[src/hw/rtl/ddo_pkg.sv]
// Shared constants, types and the arctangent table for the odometry update block.
package ddo_pkg;

  localparam int unsigned TRIG_STEPS_DEF = 16;
  localparam int unsigned ATAN_ENTRIES   = 24;
  localparam int unsigned MUL_W          = 33;

  localparam logic [15:0] DPP_RESET    = 16'd25613;
  localparam logic [14:0] FULL_TURN    = 15'd23040;
  localparam logic [14:0] QUARTER_TURN = 15'd5760;
  localparam logic [14:0] HALF_TURN    = 15'd11520;
  localparam logic [14:0] THREE_QTR    = 15'd17280;

  // pi in Q2.30 split as 11520 * PI_QUOT + PI_REM
  localparam logic [18:0] PI_QUOT      = 19'd292817;
  localparam logic [12:0] PI_REM       = 13'd7586;
  localparam logic [25:0] ROUND_HALF   = 26'd5760;
  // floor(u/45) = (u * RECIP45) >> 24 for u < 2^18
  localparam logic [18:0] RECIP45      = 19'd372828;
  // floor(t/5) = (t * RECIP5) >> 34 for t < 2^32
  localparam logic [31:0] RECIP5       = 32'hCCCCCCCD;

  localparam logic [31:0] CORDIC_GAIN  = 32'h26DD3B6A;

  typedef struct packed {
    logic        start;
    logic [32:0] z0;
  } cordic_ctrl_t;

  typedef struct packed {
    logic done;
  } cordic_stat_t;

  function automatic logic [29:0] atan_q30(input logic [4:0] idx);
    logic [29:0] v;
    case (idx)
      5'd0:    v = 30'h3243F6A8;
      5'd1:    v = 30'h1DAC6705;
      5'd2:    v = 30'h0FADBAFC;
      5'd3:    v = 30'h07F56EA6;
      5'd4:    v = 30'h03FEAB76;
      5'd5:    v = 30'h01FFD55B;
      5'd6:    v = 30'h00FFFAAA;
      5'd7:    v = 30'h007FFF55;
      5'd8:    v = 30'h003FFFEA;
      5'd9:    v = 30'h001FFFFD;
      5'd10:   v = 30'h000FFFFF;
      5'd11:   v = 30'h0007FFFF;
      5'd12:   v = 30'h0003FFFF;
      5'd13:   v = 30'h0001FFFF;
      5'd14:   v = 30'h0000FFFF;
      5'd15:   v = 30'h00007FFF;
      5'd16:   v = 30'h00003FFF;
      5'd17:   v = 30'h00001FFF;
      5'd18:   v = 30'h00000FFF;
      5'd19:   v = 30'h000007FF;
      5'd20:   v = 30'h000003FF;
      5'd21:   v = 30'h000001FF;
      5'd22:   v = 30'h000000FF;
      5'd23:   v = 30'h0000007F;
      default: v = 30'h0;
    endcase
    return v;
  endfunction

endpackage

[src/hw/rtl/ddo_mul.sv]
// Shared signed multiplier with registered product.
module ddo_mul #(
  parameter int unsigned W = ddo_pkg::MUL_W
) (
  input  logic                  clk,
  input  logic                  en,
  input  logic signed [W-1:0]   a,
  input  logic signed [W-1:0]   b,
  output logic signed [2*W-1:0] p
);

  always_ff @(posedge clk) begin
    if (en) begin
      p <= a * b;
    end
  end

endmodule

[src/hw/rtl/ddo_cordic.sv]
// Iterative rotation-mode CORDIC: one micro-rotation per cycle.
module ddo_cordic #(
  parameter int unsigned TRIG_STEPS = ddo_pkg::TRIG_STEPS_DEF
) (
  input  logic                 clk,
  input  logic                 rst,
  input  ddo_pkg::cordic_ctrl_t ctrl,
  output ddo_pkg::cordic_stat_t stat,
  output logic signed [31:0]   cos_q30,
  output logic signed [31:0]   sin_q30
);

  localparam int unsigned IW = (TRIG_STEPS > 1) ? $clog2(TRIG_STEPS) : 1;

  logic signed [31:0] x, y;
  logic signed [32:0] z;
  logic [IW-1:0]      cnt;
  logic               run;
  logic               done;

  logic signed [31:0] xs, ys;
  logic signed [32:0] ang;

  assign xs  = x >>> cnt;
  assign ys  = y >>> cnt;
  assign ang = $signed({3'b000, ddo_pkg::atan_q30(5'(cnt))});

  always_ff @(posedge clk) begin
    if (rst) begin
      run  <= 1'b0;
      done <= 1'b0;
      cnt  <= '0;
    end else begin
      done <= 1'b0;
      if (ctrl.start) begin
        x   <= $signed(ddo_pkg::CORDIC_GAIN);
        y   <= '0;
        z   <= ctrl.z0;
        cnt <= '0;
        run <= 1'b1;
      end else if (run) begin
        if (!z[32]) begin
          x <= x - ys;
          y <= y + xs;
          z <= z - ang;
        end else begin
          x <= x + ys;
          y <= y - xs;
          z <= z + ang;
        end
        if (cnt == IW'(TRIG_STEPS - 1)) begin
          run  <= 1'b0;
          done <= 1'b1;
        end else begin
          cnt <= cnt + 1'b1;
        end
      end
    end
  end

  assign stat.done = done;
  assign cos_q30   = x;
  assign sin_q30   = y;

endmodule

[src/hw/rtl/diff_drive_odometry_update.sv]
// Top level: sequencer for the dead-reckoning position update.
//
//  channel  | dir | width | contents
//  ---------+-----+-------+--------------------------------------------------
//  s_axis   | in  | 48    | left_pulses, right_pulses, heading
//  m_axis   | out | 64    | pos_x, pos_y (saturating Q16.16 cm)
//  cfg      | in  | 16    | dist_per_pulse (Q0.16 mm)
//
// Each item takes seven passes through the shared multiplier plus TRIG_STEPS CORDIC
// iterations, one per cycle.
// s_axis_tready is high only while the sequencer is idle.
// A result waits in the position registers; the next item is taken meanwhile and
// stalls in its final step until that result has been transferred.
// Reset (synchronous) clears both positions and loads the default dist_per_pulse.
module diff_drive_odometry_update #(
  parameter int unsigned TRIG_STEPS = ddo_pkg::TRIG_STEPS_DEF
) (
  input  logic        clk,
  input  logic        rst,
  input  logic        s_axis_tvalid,
  output logic        s_axis_tready,
  input  logic [47:0] s_axis_tdata,  // [15:0] left_pulses, [31:16] right_pulses,
                                     // [46:32] heading, [47] zero
  output logic        m_axis_tvalid,
  input  logic        m_axis_tready,
  output logic [63:0] m_axis_tdata,  // [31:0] pos_x, [63:32] pos_y
  input  logic        cfg_we,
  input  logic [15:0] cfg_wdata
);

  localparam int unsigned MW = ddo_pkg::MUL_W;

  typedef enum logic [3:0] {
    S_IDLE, S_M_PROD, S_M_RECIP, S_M_RR, S_M_U, S_M_RQ,
    S_Z_LOAD, S_ROT, S_M_X, S_M_Y, S_ACC
  } state_t;

  state_t state;

  logic [15:0]        dist_per_pulse;
  logic signed [31:0] x_position, y_position;
  logic               out_valid;

  logic signed [16:0] sum_lr;
  logic [1:0]         quad;
  logic [12:0]        resid;
  logic               neg;
  logic signed [28:0] d;
  logic [11:0]        uq;
  logic signed [31:0] c_val, s_val;
  logic signed [33:0] dx;

  // multiplier
  logic                   mul_en;
  logic signed [MW-1:0]   op_a, op_b;
  logic signed [2*MW-1:0] p;

  ddo_mul #(.W(MW)) u_mul (
    .clk (clk),
    .en  (mul_en),
    .a   (op_a),
    .b   (op_b),
    .p   (p)
  );

  // CORDIC
  ddo_pkg::cordic_ctrl_t cctrl;
  ddo_pkg::cordic_stat_t cstat;
  logic signed [31:0]    cos_q30, sin_q30;

  ddo_cordic #(.TRIG_STEPS(TRIG_STEPS)) u_cordic (
    .clk     (clk),
    .rst     (rst),
    .ctrl    (cctrl),
    .stat    (cstat),
    .cos_q30 (cos_q30),
    .sin_q30 (sin_q30)
  );

  assign cctrl.start = (state == S_Z_LOAD);
  assign cctrl.z0    = $signed({1'b0, p[31:0]}) + $signed({21'd0, uq});

  // heading -> angle (360 - heading), quadrant and residual
  logic [14:0] hdg, h, a;
  logic [1:0]  quad_in;
  logic [14:0] resid_w;

  always_comb begin
    hdg = s_axis_tdata[46:32];
    h   = (hdg >= ddo_pkg::FULL_TURN) ? hdg - ddo_pkg::FULL_TURN : hdg;
    a   = (h == '0) ? '0 : ddo_pkg::FULL_TURN - h;
    if (a >= ddo_pkg::THREE_QTR) begin
      quad_in = 2'd3;
      resid_w = a - ddo_pkg::THREE_QTR;
    end else if (a >= ddo_pkg::HALF_TURN) begin
      quad_in = 2'd2;
      resid_w = a - ddo_pkg::HALF_TURN;
    end else if (a >= ddo_pkg::QUARTER_TURN) begin
      quad_in = 2'd1;
      resid_w = a - ddo_pkg::QUARTER_TURN;
    end else begin
      quad_in = 2'd0;
      resid_w = a;
    end
  end

  // magnitude of the scaled count, biased for round half up before /20
  logic signed [32:0] prod;
  logic [32:0]        mag;
  logic [32:0]        mag_b;
  assign prod  = p[32:0];
  assign mag   = prod[32] ? 33'(-prod) : 33'(prod);
  assign mag_b = mag + 33'd10;

  logic [27:0] q;
  assign q = p[61:34];

  logic [25:0] w_rem;
  assign w_rem = p[25:0] + ddo_pkg::ROUND_HALF;

  // final rounding of a component: floor((d*trig + 2^29) / 2^30)
  logic signed [2*MW-1:0] p_rnd;
  assign p_rnd = p + (2*MW)'(64'd1 << 29);

  always_comb begin
    mul_en = 1'b0;
    op_a   = '0;
    op_b   = '0;
    case (state)
      S_M_PROD: begin
        mul_en = 1'b1;
        op_a   = MW'(sum_lr);
        op_b   = $signed({17'd0, dist_per_pulse});
      end
      S_M_RECIP: begin
        mul_en = 1'b1;
        op_a   = $signed({3'd0, mag_b[31:2]});
        op_b   = $signed({1'b0, ddo_pkg::RECIP5});
      end
      S_M_RR: begin
        mul_en = 1'b1;
        op_a   = $signed({20'd0, resid});
        op_b   = $signed({20'd0, ddo_pkg::PI_REM});
      end
      S_M_U: begin
        mul_en = 1'b1;
        op_a   = $signed({15'd0, w_rem[25:8]});
        op_b   = $signed({14'd0, ddo_pkg::RECIP45});
      end
      S_M_RQ: begin
        mul_en = 1'b1;
        op_a   = $signed({20'd0, resid});
        op_b   = $signed({14'd0, ddo_pkg::PI_QUOT});
      end
      S_M_X: begin
        mul_en = 1'b1;
        op_a   = MW'(d);
        op_b   = MW'(c_val);
      end
      S_M_Y: begin
        mul_en = 1'b1;
        op_a   = MW'(d);
        op_b   = MW'(s_val);
      end
      default: begin
        mul_en = 1'b0;
      end
    endcase
  end

  // saturating accumulate
  logic signed [33:0] dy;
  logic signed [33:0] x_sum, y_sum;
  logic signed [31:0] x_next, y_next;

  assign dy    = p_rnd[63:30];
  assign x_sum = 34'(x_position) + dx;
  assign y_sum = 34'(y_position) + dy;

  always_comb begin
    if (x_sum[33:31] == 3'b000 || x_sum[33:31] == 3'b111) begin
      x_next = x_sum[31:0];
    end else begin
      x_next = x_sum[33] ? 32'sh8000_0000 : 32'sh7FFF_FFFF;
    end
    if (y_sum[33:31] == 3'b000 || y_sum[33:31] == 3'b111) begin
      y_next = y_sum[31:0];
    end else begin
      y_next = y_sum[33] ? 32'sh8000_0000 : 32'sh7FFF_FFFF;
    end
  end

  always_ff @(posedge clk) begin
    if (rst) begin
      state          <= S_IDLE;
      dist_per_pulse <= ddo_pkg::DPP_RESET;
      x_position     <= '0;
      y_position     <= '0;
      out_valid      <= 1'b0;
    end else begin
      if (cfg_we) begin
        dist_per_pulse <= cfg_wdata;
      end
      // in S_ACC the accumulate step below owns out_valid
      if (out_valid && m_axis_tready && state != S_ACC) begin
        out_valid <= 1'b0;
      end
      case (state)
        S_IDLE: begin
          if (s_axis_tvalid) begin
            sum_lr <= 17'($signed(s_axis_tdata[15:0])) + 17'($signed(s_axis_tdata[31:16]));
            quad   <= quad_in;
            resid  <= resid_w[12:0];
            state  <= S_M_PROD;
          end
        end
        S_M_PROD: begin
          state <= S_M_RECIP;
        end
        S_M_RECIP: begin
          neg   <= prod[32];
          state <= S_M_RR;
        end
        S_M_RR: begin
          d     <= neg ? -$signed({1'b0, q}) : $signed({1'b0, q});
          state <= S_M_U;
        end
        S_M_U: begin
          state <= S_M_RQ;
        end
        S_M_RQ: begin
          uq    <= p[35:24];
          state <= S_Z_LOAD;
        end
        S_Z_LOAD: begin
          state <= S_ROT;
        end
        S_ROT: begin
          if (cstat.done) begin
            case (quad)
              2'd0: begin
                c_val <= cos_q30;
                s_val <= sin_q30;
              end
              2'd1: begin
                c_val <= -sin_q30;
                s_val <= cos_q30;
              end
              2'd2: begin
                c_val <= -cos_q30;
                s_val <= -sin_q30;
              end
              default: begin
                c_val <= sin_q30;
                s_val <= -cos_q30;
              end
            endcase
            state <= S_M_X;
          end
        end
        S_M_X: begin
          state <= S_M_Y;
        end
        S_M_Y: begin
          dx    <= p_rnd[63:30];
          state <= S_ACC;
        end
        S_ACC: begin
          if (!out_valid || m_axis_tready) begin
            x_position <= x_next;
            y_position <= y_next;
            out_valid  <= 1'b1;
            state      <= S_IDLE;
          end
        end
        default: begin
          state <= S_IDLE;
        end
      endcase
    end
  end

  assign s_axis_tready = (state == S_IDLE);
  assign m_axis_tvalid = out_valid;
  assign m_axis_tdata  = {y_position, x_position};

endmodule

[config.mk]
export PLATFORM = sky130hd
export DESIGN_NAME = diff_drive_odometry_update
export DESIGN_NICKNAME = d
export VERILOG_FILES = /design/src/hw/rtl/ddo_pkg.sv /design/src/hw/rtl/ddo_mul.sv /design/src/hw/rtl/ddo_cordic.sv /design/src/hw/rtl/diff_drive_odometry_update.sv
export SDC_FILE = /design/constraint.sdc
export NUM_CORES = 2
export LEC_CHECK = 0
export ABC_AREA = 1
export BUFFER_PORTS_ARGS = -buffer_cell sky130_fd_sc_hd__buf_4
export CAP_MARGIN = 20
export CORE_AREA = 2 2 354 391
export DETAILED_ROUTE_END_ITERATION = 8
export DIE_AREA = 0 0 356 393
export GPL_TIMING_DRIVEN = 0
export HOLD_SLACK_MARGIN = 0.05
export PLACE_DENSITY_LB_ADDON = 0.05
export SYNTH_ARGS = -nofsm -noshare
export SYNTH_HDL_FRONTEND = slang
export SYNTH_SLANG_ARGS = --single-unit
[constraint.sdc]
create_clock -name clk -period 14.9 [get_ports clk]
set_input_delay 0.745 -clock clk [delete_from_list [all_inputs] [get_ports clk]]
set_output_delay 0.745 -clock clk [all_outputs]
set_load 0.02 [all_outputs]
# --- Yosys cells after proc, flatten, opt, wreduce, memory -nomap -nowiden ---
# Memory sizes are Yosys's and may differ from the RTL's. A register that Yosys moved wholly into a read port is not among the register bits.
# Index checks and enable logic that the tools add are counted.
word_totals:
  latchBits: 0
  input_bits: 69
  mem_bits_ro: 480
  n_memories: 1
  ff_bits: 424
  out_inout_bits: 66
  elab_cells: 142
  ram_bits: 0
op_classes:
  shift: 2
  n_lt_le_gt_ge: 4
  n_reduce_logical: 28
  bitwise_logic: 3
  muxes: 38
  eq_ne: 19
  n_mul: 1
  n_addsub: 23
  div_mod_pow: 0
memory_table:
  columns: ["memory", "words", "width", "rd", "rd_clocked_by_memory_dff", "wr", "line_no", "text"]
  rows:
  - ["(name not given)", 16, 30, 1, 1, 0, "ddo_pkg.sv:36", "case (idx)"]
op_table:
  columns: ["operator", "n"]
  rows:
  - ["32-bit 2-to-1 mux", 9]
  - ["33-bit case mux with 7 select lines", 1]
  - ["32-bit case mux with 3 select lines", 2]
  - ["33-bit case mux with 5 select lines", 1]
  - ["33-bit 2-to-1 mux", 3]
  - ["32-bit negator", 3]
  - ["32-bit by 34-bit adder with 34-bit output", 2]
  - ["32-bit adder", 2]
  - ["64-bit by 30-bit adder with 64-bit output (second input constant)", 1]
  - ["33-bit by 33-bit multiplier with 64-bit output", 1]
  - ["32-bit by 4-bit >>> shifter with 32-bit output", 2]
  - ["32-bit subtractor", 2]
  - ["4-bit case mux with 11 select lines", 1]
  - ["13-bit 2-to-1 mux", 3]
  - ["32-bit by 12-bit adder with 33-bit output", 1]
  - ["33-bit by 31-bit adder with 33-bit output", 1]
  - ["33-bit by 31-bit subtractor with 33-bit output", 1]
  - ["32-bit by 4-bit adder with 32-bit output (second input constant)", 1]
  - ["15-bit greater-or-equal comparator (second input constant)", 2]
  - ["15-bit 2-to-1 mux", 2]
  - ["28-bit negator with 29-bit output", 1]
  - ["28-bit 2-to-1 mux", 1]
  - ["26-bit by 13-bit adder with 26-bit output (second input constant)", 1]
  - ["4-bit 2-to-1 mux", 5]
  - ["other kinds (34)", 69]

# --- Longest topological paths before layout ---
logic_depth:
  depth_word: 8
  mapped_depth: 50
  ltp_nobuf: 49

# --- By module ---
# From an unflattened synthesis, not the netlist that was laid out.
hier_totals:
  cells_unflattened: 11180
  hier_area_um2: 82101.2
by_module_without_submodules:
  columns: ["mod", "n_inst", "area_each_um2", "cells_each"]
  rows:
  - ["ddo_mul", 1, 43724.4, 5531]
  - ["diff_drive_odometry_update", 1, 22504.1, 3194]
  - ["ddo_cordic", 1, 15872.7, 2455]

# --- Worst setup path after synthesis ---
# No wires, ideal clock.
synth_timing:
  path_kind: "reg2reg"
  from: "register u_mul.p[1]"
  to: "register u_mul.p[60], data pin"
  arrival_ns: 8.815
  n_path_buf: 1
  required_time_ns: 14.635
  setup_time_ns: 0.265
  setup_slack_ns: 5.820
  synth_period_minus_slack_ns: 9.080
  path_stages_with_launch: 46
  cell_sequence: "edfxtp_1 inv_1 ha_1 inv_1 nor3_4 or2_2 xor2_2 nand2_1 nor2_2 nand2_1 nor2_2 nand2_1 nor2_2 nand2_1 nor2_2 a21oi_1 o21ai_2 nand2_2 [... 10 more ...] fa_1 fa_1 inv_1 fa_1 inv_1 ha_1 nand2_1 nor2_1 inv_1 nor2_1 and3_1 nand4_1 nand3_1 a21o_1 a21o_1 a21oi_1 o21ai_0 xor2_1"
synth_via:
  elab_chain_cells: 5
  elab_cells_between_ends: 6
  cone_classes: "add/sub: 3; mul: 1; mux: 2"
synth_rtl:
  columns: ["item", "line_no", "text"]
  rows:
  - ["from (decl)", "ddo_mul.sv:9", "output logic signed [2*W-1:0] p"]
  - ["from (signal assigned)", "ddo_mul.sv:14", "p <= a * b;"]
  - ["32-bit negator", "diff_drive_odometry_update.sv:112", "assign mag = prod[32] ? 33'(-prod) : 33'(prod);"]
  - ["32-bit 2-to-1 mux", "diff_drive_odometry_update.sv:112", null]
  - ["32-bit by 4-bit adder with 32-bit output", "diff_drive_odometry_update.sv:113", "assign mag_b = mag + 33'd10;"]
  - ["33-bit case mux with 5 select lines *", "diff_drive_odometry_update.sv:129", "case (state)"]
  - ["33-bit by 33-bit multiplier with 64-bit output *", "ddo_mul.sv:14", null]
# Mark *: on every way between the ends. The rest lies on a longest branch, timed or not.
# A chain may end at the register's enable or synchronous reset.

# --- Worst setup path after layout ---
layout_timing:
  from: "register state[0]"
  to: "register u_mul.p[53], data pin"
layout_via:
  elab_chain_cells: 4
  elab_cells_between_ends: 12
  cone_classes: "mul: 1; eq/ne: 7; mux: 2; reduce/logical: 2"
layout_rtl:
  columns: ["item", "line_no", "text"]
  rows:
  - ["from (decl)", "diff_drive_odometry_update.sv:38", "state_t state;"]
  - ["from (signal assigned)", "diff_drive_odometry_update.sv:195", "state <= S_IDLE;"]
  - ["from (signal assigned)", "diff_drive_odometry_update.sv:214", "state <= S_M_PROD;"]
  - ["from (signal assigned)", "diff_drive_odometry_update.sv:218", "state <= S_M_RECIP;"]
  - ["4-bit == test (tied with other cells)", "diff_drive_odometry_update.sv:129", null]
  - ["2-bit OR reduction (no source line)", null, null]
  - ["33-bit case mux with 5 select lines", "diff_drive_odometry_update.sv:129", null]
  - ["33-bit by 33-bit multiplier with 64-bit output *", "ddo_mul.sv:14", null]
# Marks and branches as above.

==> flow_summary.yaml <==
status:
  status: "finished clean"
cells_and_area:
  mostFrequentLayoutCells: "2033 x nand2_1, 1845 x inv_1, 1090 x fa_1"
  nNetsFinal: 11300
  final_util_pct: 58.9
  final_common_cell: "nand2_1"
  multi_input_area_um2: 53700
  ff_latch_area_um2: 12400
  areaGrowthSynthToFinish_pct: 7.51
  num-fill-cells: 12700
  stdcell_area_um2: 80000
  drive_gt1_share_pct: 5.25
clock_tree:
  cts_setup_buffers: 0
  cts_hold_buf: 0
  cts_made_buffers: 51
  clkLatencyLatePin_ns: 0.66
  cts_resized: 0
  clock_sinks: 453
  tritoncts: "built"
  clockBufferDepth: 3
  htreeDepth: 2
  cts-root-buf: "clkbuf_16"
  clkTransAtPathRegs_ns: 0.07
floorplan:
  chipWidth_um: 356
  die_y_um: 393
  die_area_um2: 140000
  io-pin-count: 135
  row_count: 142
  core_area_um2: 136000
  initial_core_util_pct: 54.8
worst_setup_path:
  crit_start: "state[0]"
  cp_slowest_stage_delay_ns: 1.15
  r2r-start: "state[0]"
  required_ns: 15.30
  criticalPathCategory: "reg -> reg"
  start_kind: "flop"
  slowest_stage: "o22ai_1"
  worstPathArrival_ns: 13.59
  end_kind: "flop"
  critPathMaxFanout: 10
placed_design:
  numPortBuffers: 132
  place_ws_ns: 2.50
  place_hpwl_mm: 247
  gp_congestion: 1.07
  postPlaceCellArea_um2: 78300
drt:
  ant_nets: 0
  post-route-drc-count: 0
  drt_wl_total_mm: 296
  drt_iter0_drc: 7929
  vias_per_cell: 5.95
  via_count: 68900
  routedWlPerCell_um: 25.5
  dr.pass1.iters: 8
power:
  p_comb_share_pct: 80.2
  totalPowerFinal_uw: 17400
  power_frac_clock_pct: 7.7
  ir_worst_vdd_mv: 0.315
  internal_power_uw: 6800
  p_switching_uw: 10600
  p_leak_uw: 0.0380
  power_density_nw_per_um2: 217
  seqPwrFrac_pct: 12.1
  swShare_pct: 60.8
timing:
  post-route-min-period_ns: 13.19
  setup_tns_ns: 0
  slew_headroom_pct: 11.6
  setup_viol: 0
  rsz0062_at_grt: "no"
  min_period_over_period_pct: 88.6
  worst_pin_slew_ns: 1.33
  slew_viol_final: 0
  layout_setup_ws_ns: 1.71
  hold_viol: 0
  clock_skew_ns: 0.0385
  timing.fmax_ghz: 0.0758
synth:
  synth_nets: 11100
  synth_edf_count: 333
  postSynthAreaPerCell_um2: 7.82
  async_flop_share_pct: 0
  syn_inst: 9514
  yosys_register_bits: 453
  syn_area_um2: 74400
  ys.flop_type: "edfxtp_1"
  synth_seq_area_share_pct: 16.7
  post_synth_num_cell_types: 72
  yosys_warnings: 0
global_routing:
  antenna_found_initial: 16
  grt_first_pass_wirelength_mm: 430
  grt_max_degree: 65
  grt_remaining_overflow: 0
  grt_usage_pct: 41.9
  grt_pass1_vias: 67900
run:
  drv_cap: 0
min_path:
  hold_path.class: "in -> reg"
  min-delay-start: "cfg_wdata[15]"
state kept, by name, summed over array words and instances (netlist names), 12 cells and up:
name / cells
d: 29
dx: 34
c_val: 32
uq: 12
u_cordic.ang: 29
u_cordic.cos_q30: 32
sum_lr: 17
y_position: 32
u_mul.p: 64
resid: 13
u_cordic.z: 33
s_val: 32
dist_per_pulse: 16
x_position: 32
u_cordic.sin_q30: 32
synth_stat cells (all sizes together), types with 21 or more instances:
cell type     n  area, um2
nand2      2081       7950
inv        1864       7000
fa         1090      21800
nor2        852       3260
o21ai       565       2850
a21oi       504       2520
ha          432       5410
edfxtp      333      10000
xor2        297       2660
nand3       244       1260
clkbuf      223        837
dfxtp       120       2400
nor3        110        608
xnor2       110        963
buf         109        623
nand4        97        607
a31oi        45        282
a221oi       41        359
nor4         40        256
o21a         40        300
mux2i        35        350
or2          34        215
o211ai       33        248
o22ai        32        200
o2111ai      28        245
a21o         26        195
o21bai       21        158
per-stage QoR:
step | instances | hold WS [ns]
global route | 11600 | 0.338
detailed placement | 11500 | 0.465
finish | 11600 | 0.328
floorplan | 9514 | 0.424
global placement | 11400 | 0.449
CTS | 11600 | 0.315
per-layer routing:
metal	up-vias	GRT usage [%]	part of all wire [%]
li1	30200	-	-
met1	33500	54.7	39
met2	4127	62.4	42
met3	928	12.9	12
met4	16	22.3	6.6
met5	-	0.947	0.085
kinds of logic (layout without fill, tap and decap cells):
family,count (synthesis),after routing,synth area share (%)
compound gates,1418,1418,10.8
simple gates,3473,3473,19.2
other cells,0,1,0
xor+xnor,407,407,4.87
mux,35,35,0.471
buf+inv,2206,2464,11.4
flops,453,453,16.7
fa+ha+maj,1522,1522,36.6
final timing paths:
path / to / slack (ns) / depth (start not counted)
worst max-delay path: u_mul.p[53] / 1.71 / 32
worst min-delay path: dist_per_pulse[15] / 0.33 / 3
worst max register to register: u_mul.p[53] / 1.71 / 32
worst min register to register: dist_per_pulse[10] / 0.48 / 2
critical path, delay by kind of cell (launching register included):
family,cells,cell delay [ns]
AO/OA/AOI/OAI,6,3.49
XOR/XNOR,1,0.09
adder cells (fa/ha/maj),9,4.21
buffers and inverters,10,2.88
flip-flops,1,0.35
AND/OR/NAND/NOR,6,1.90
final cells by class:
| class | count | share of cell area, % |
|---|---|---|
| flip-flops and latches | 453 | 15.5 |
| well taps | 1800 | 2.81 |
| clock inverters | 29 | 0.357 |
| repair buffers | 165 | 1.82 |
| plain buffers | 332 | 1.82 |
| clock buffers | 64 | 1.80 |
| diodes | 1 | 0.00313 |
| inverters | 1874 | 8.80 |
| multi-input cells | 6855 | 67.1 |
power by group through the flow:
stage / combinational [uW] / clock, uW / sequential, uW
global placement: 13100 / 0 / 2140
CTS: 13400 / 1350 / 2090
detailed placement: 13300 / 0 / 2120
finish: 13900 / 1340 / 2100
global route: 14800 / 1400 / 2100
floorplan: 8270 / 0 / 1970
No activity file was read; power rests on OpenSTA's default activity.
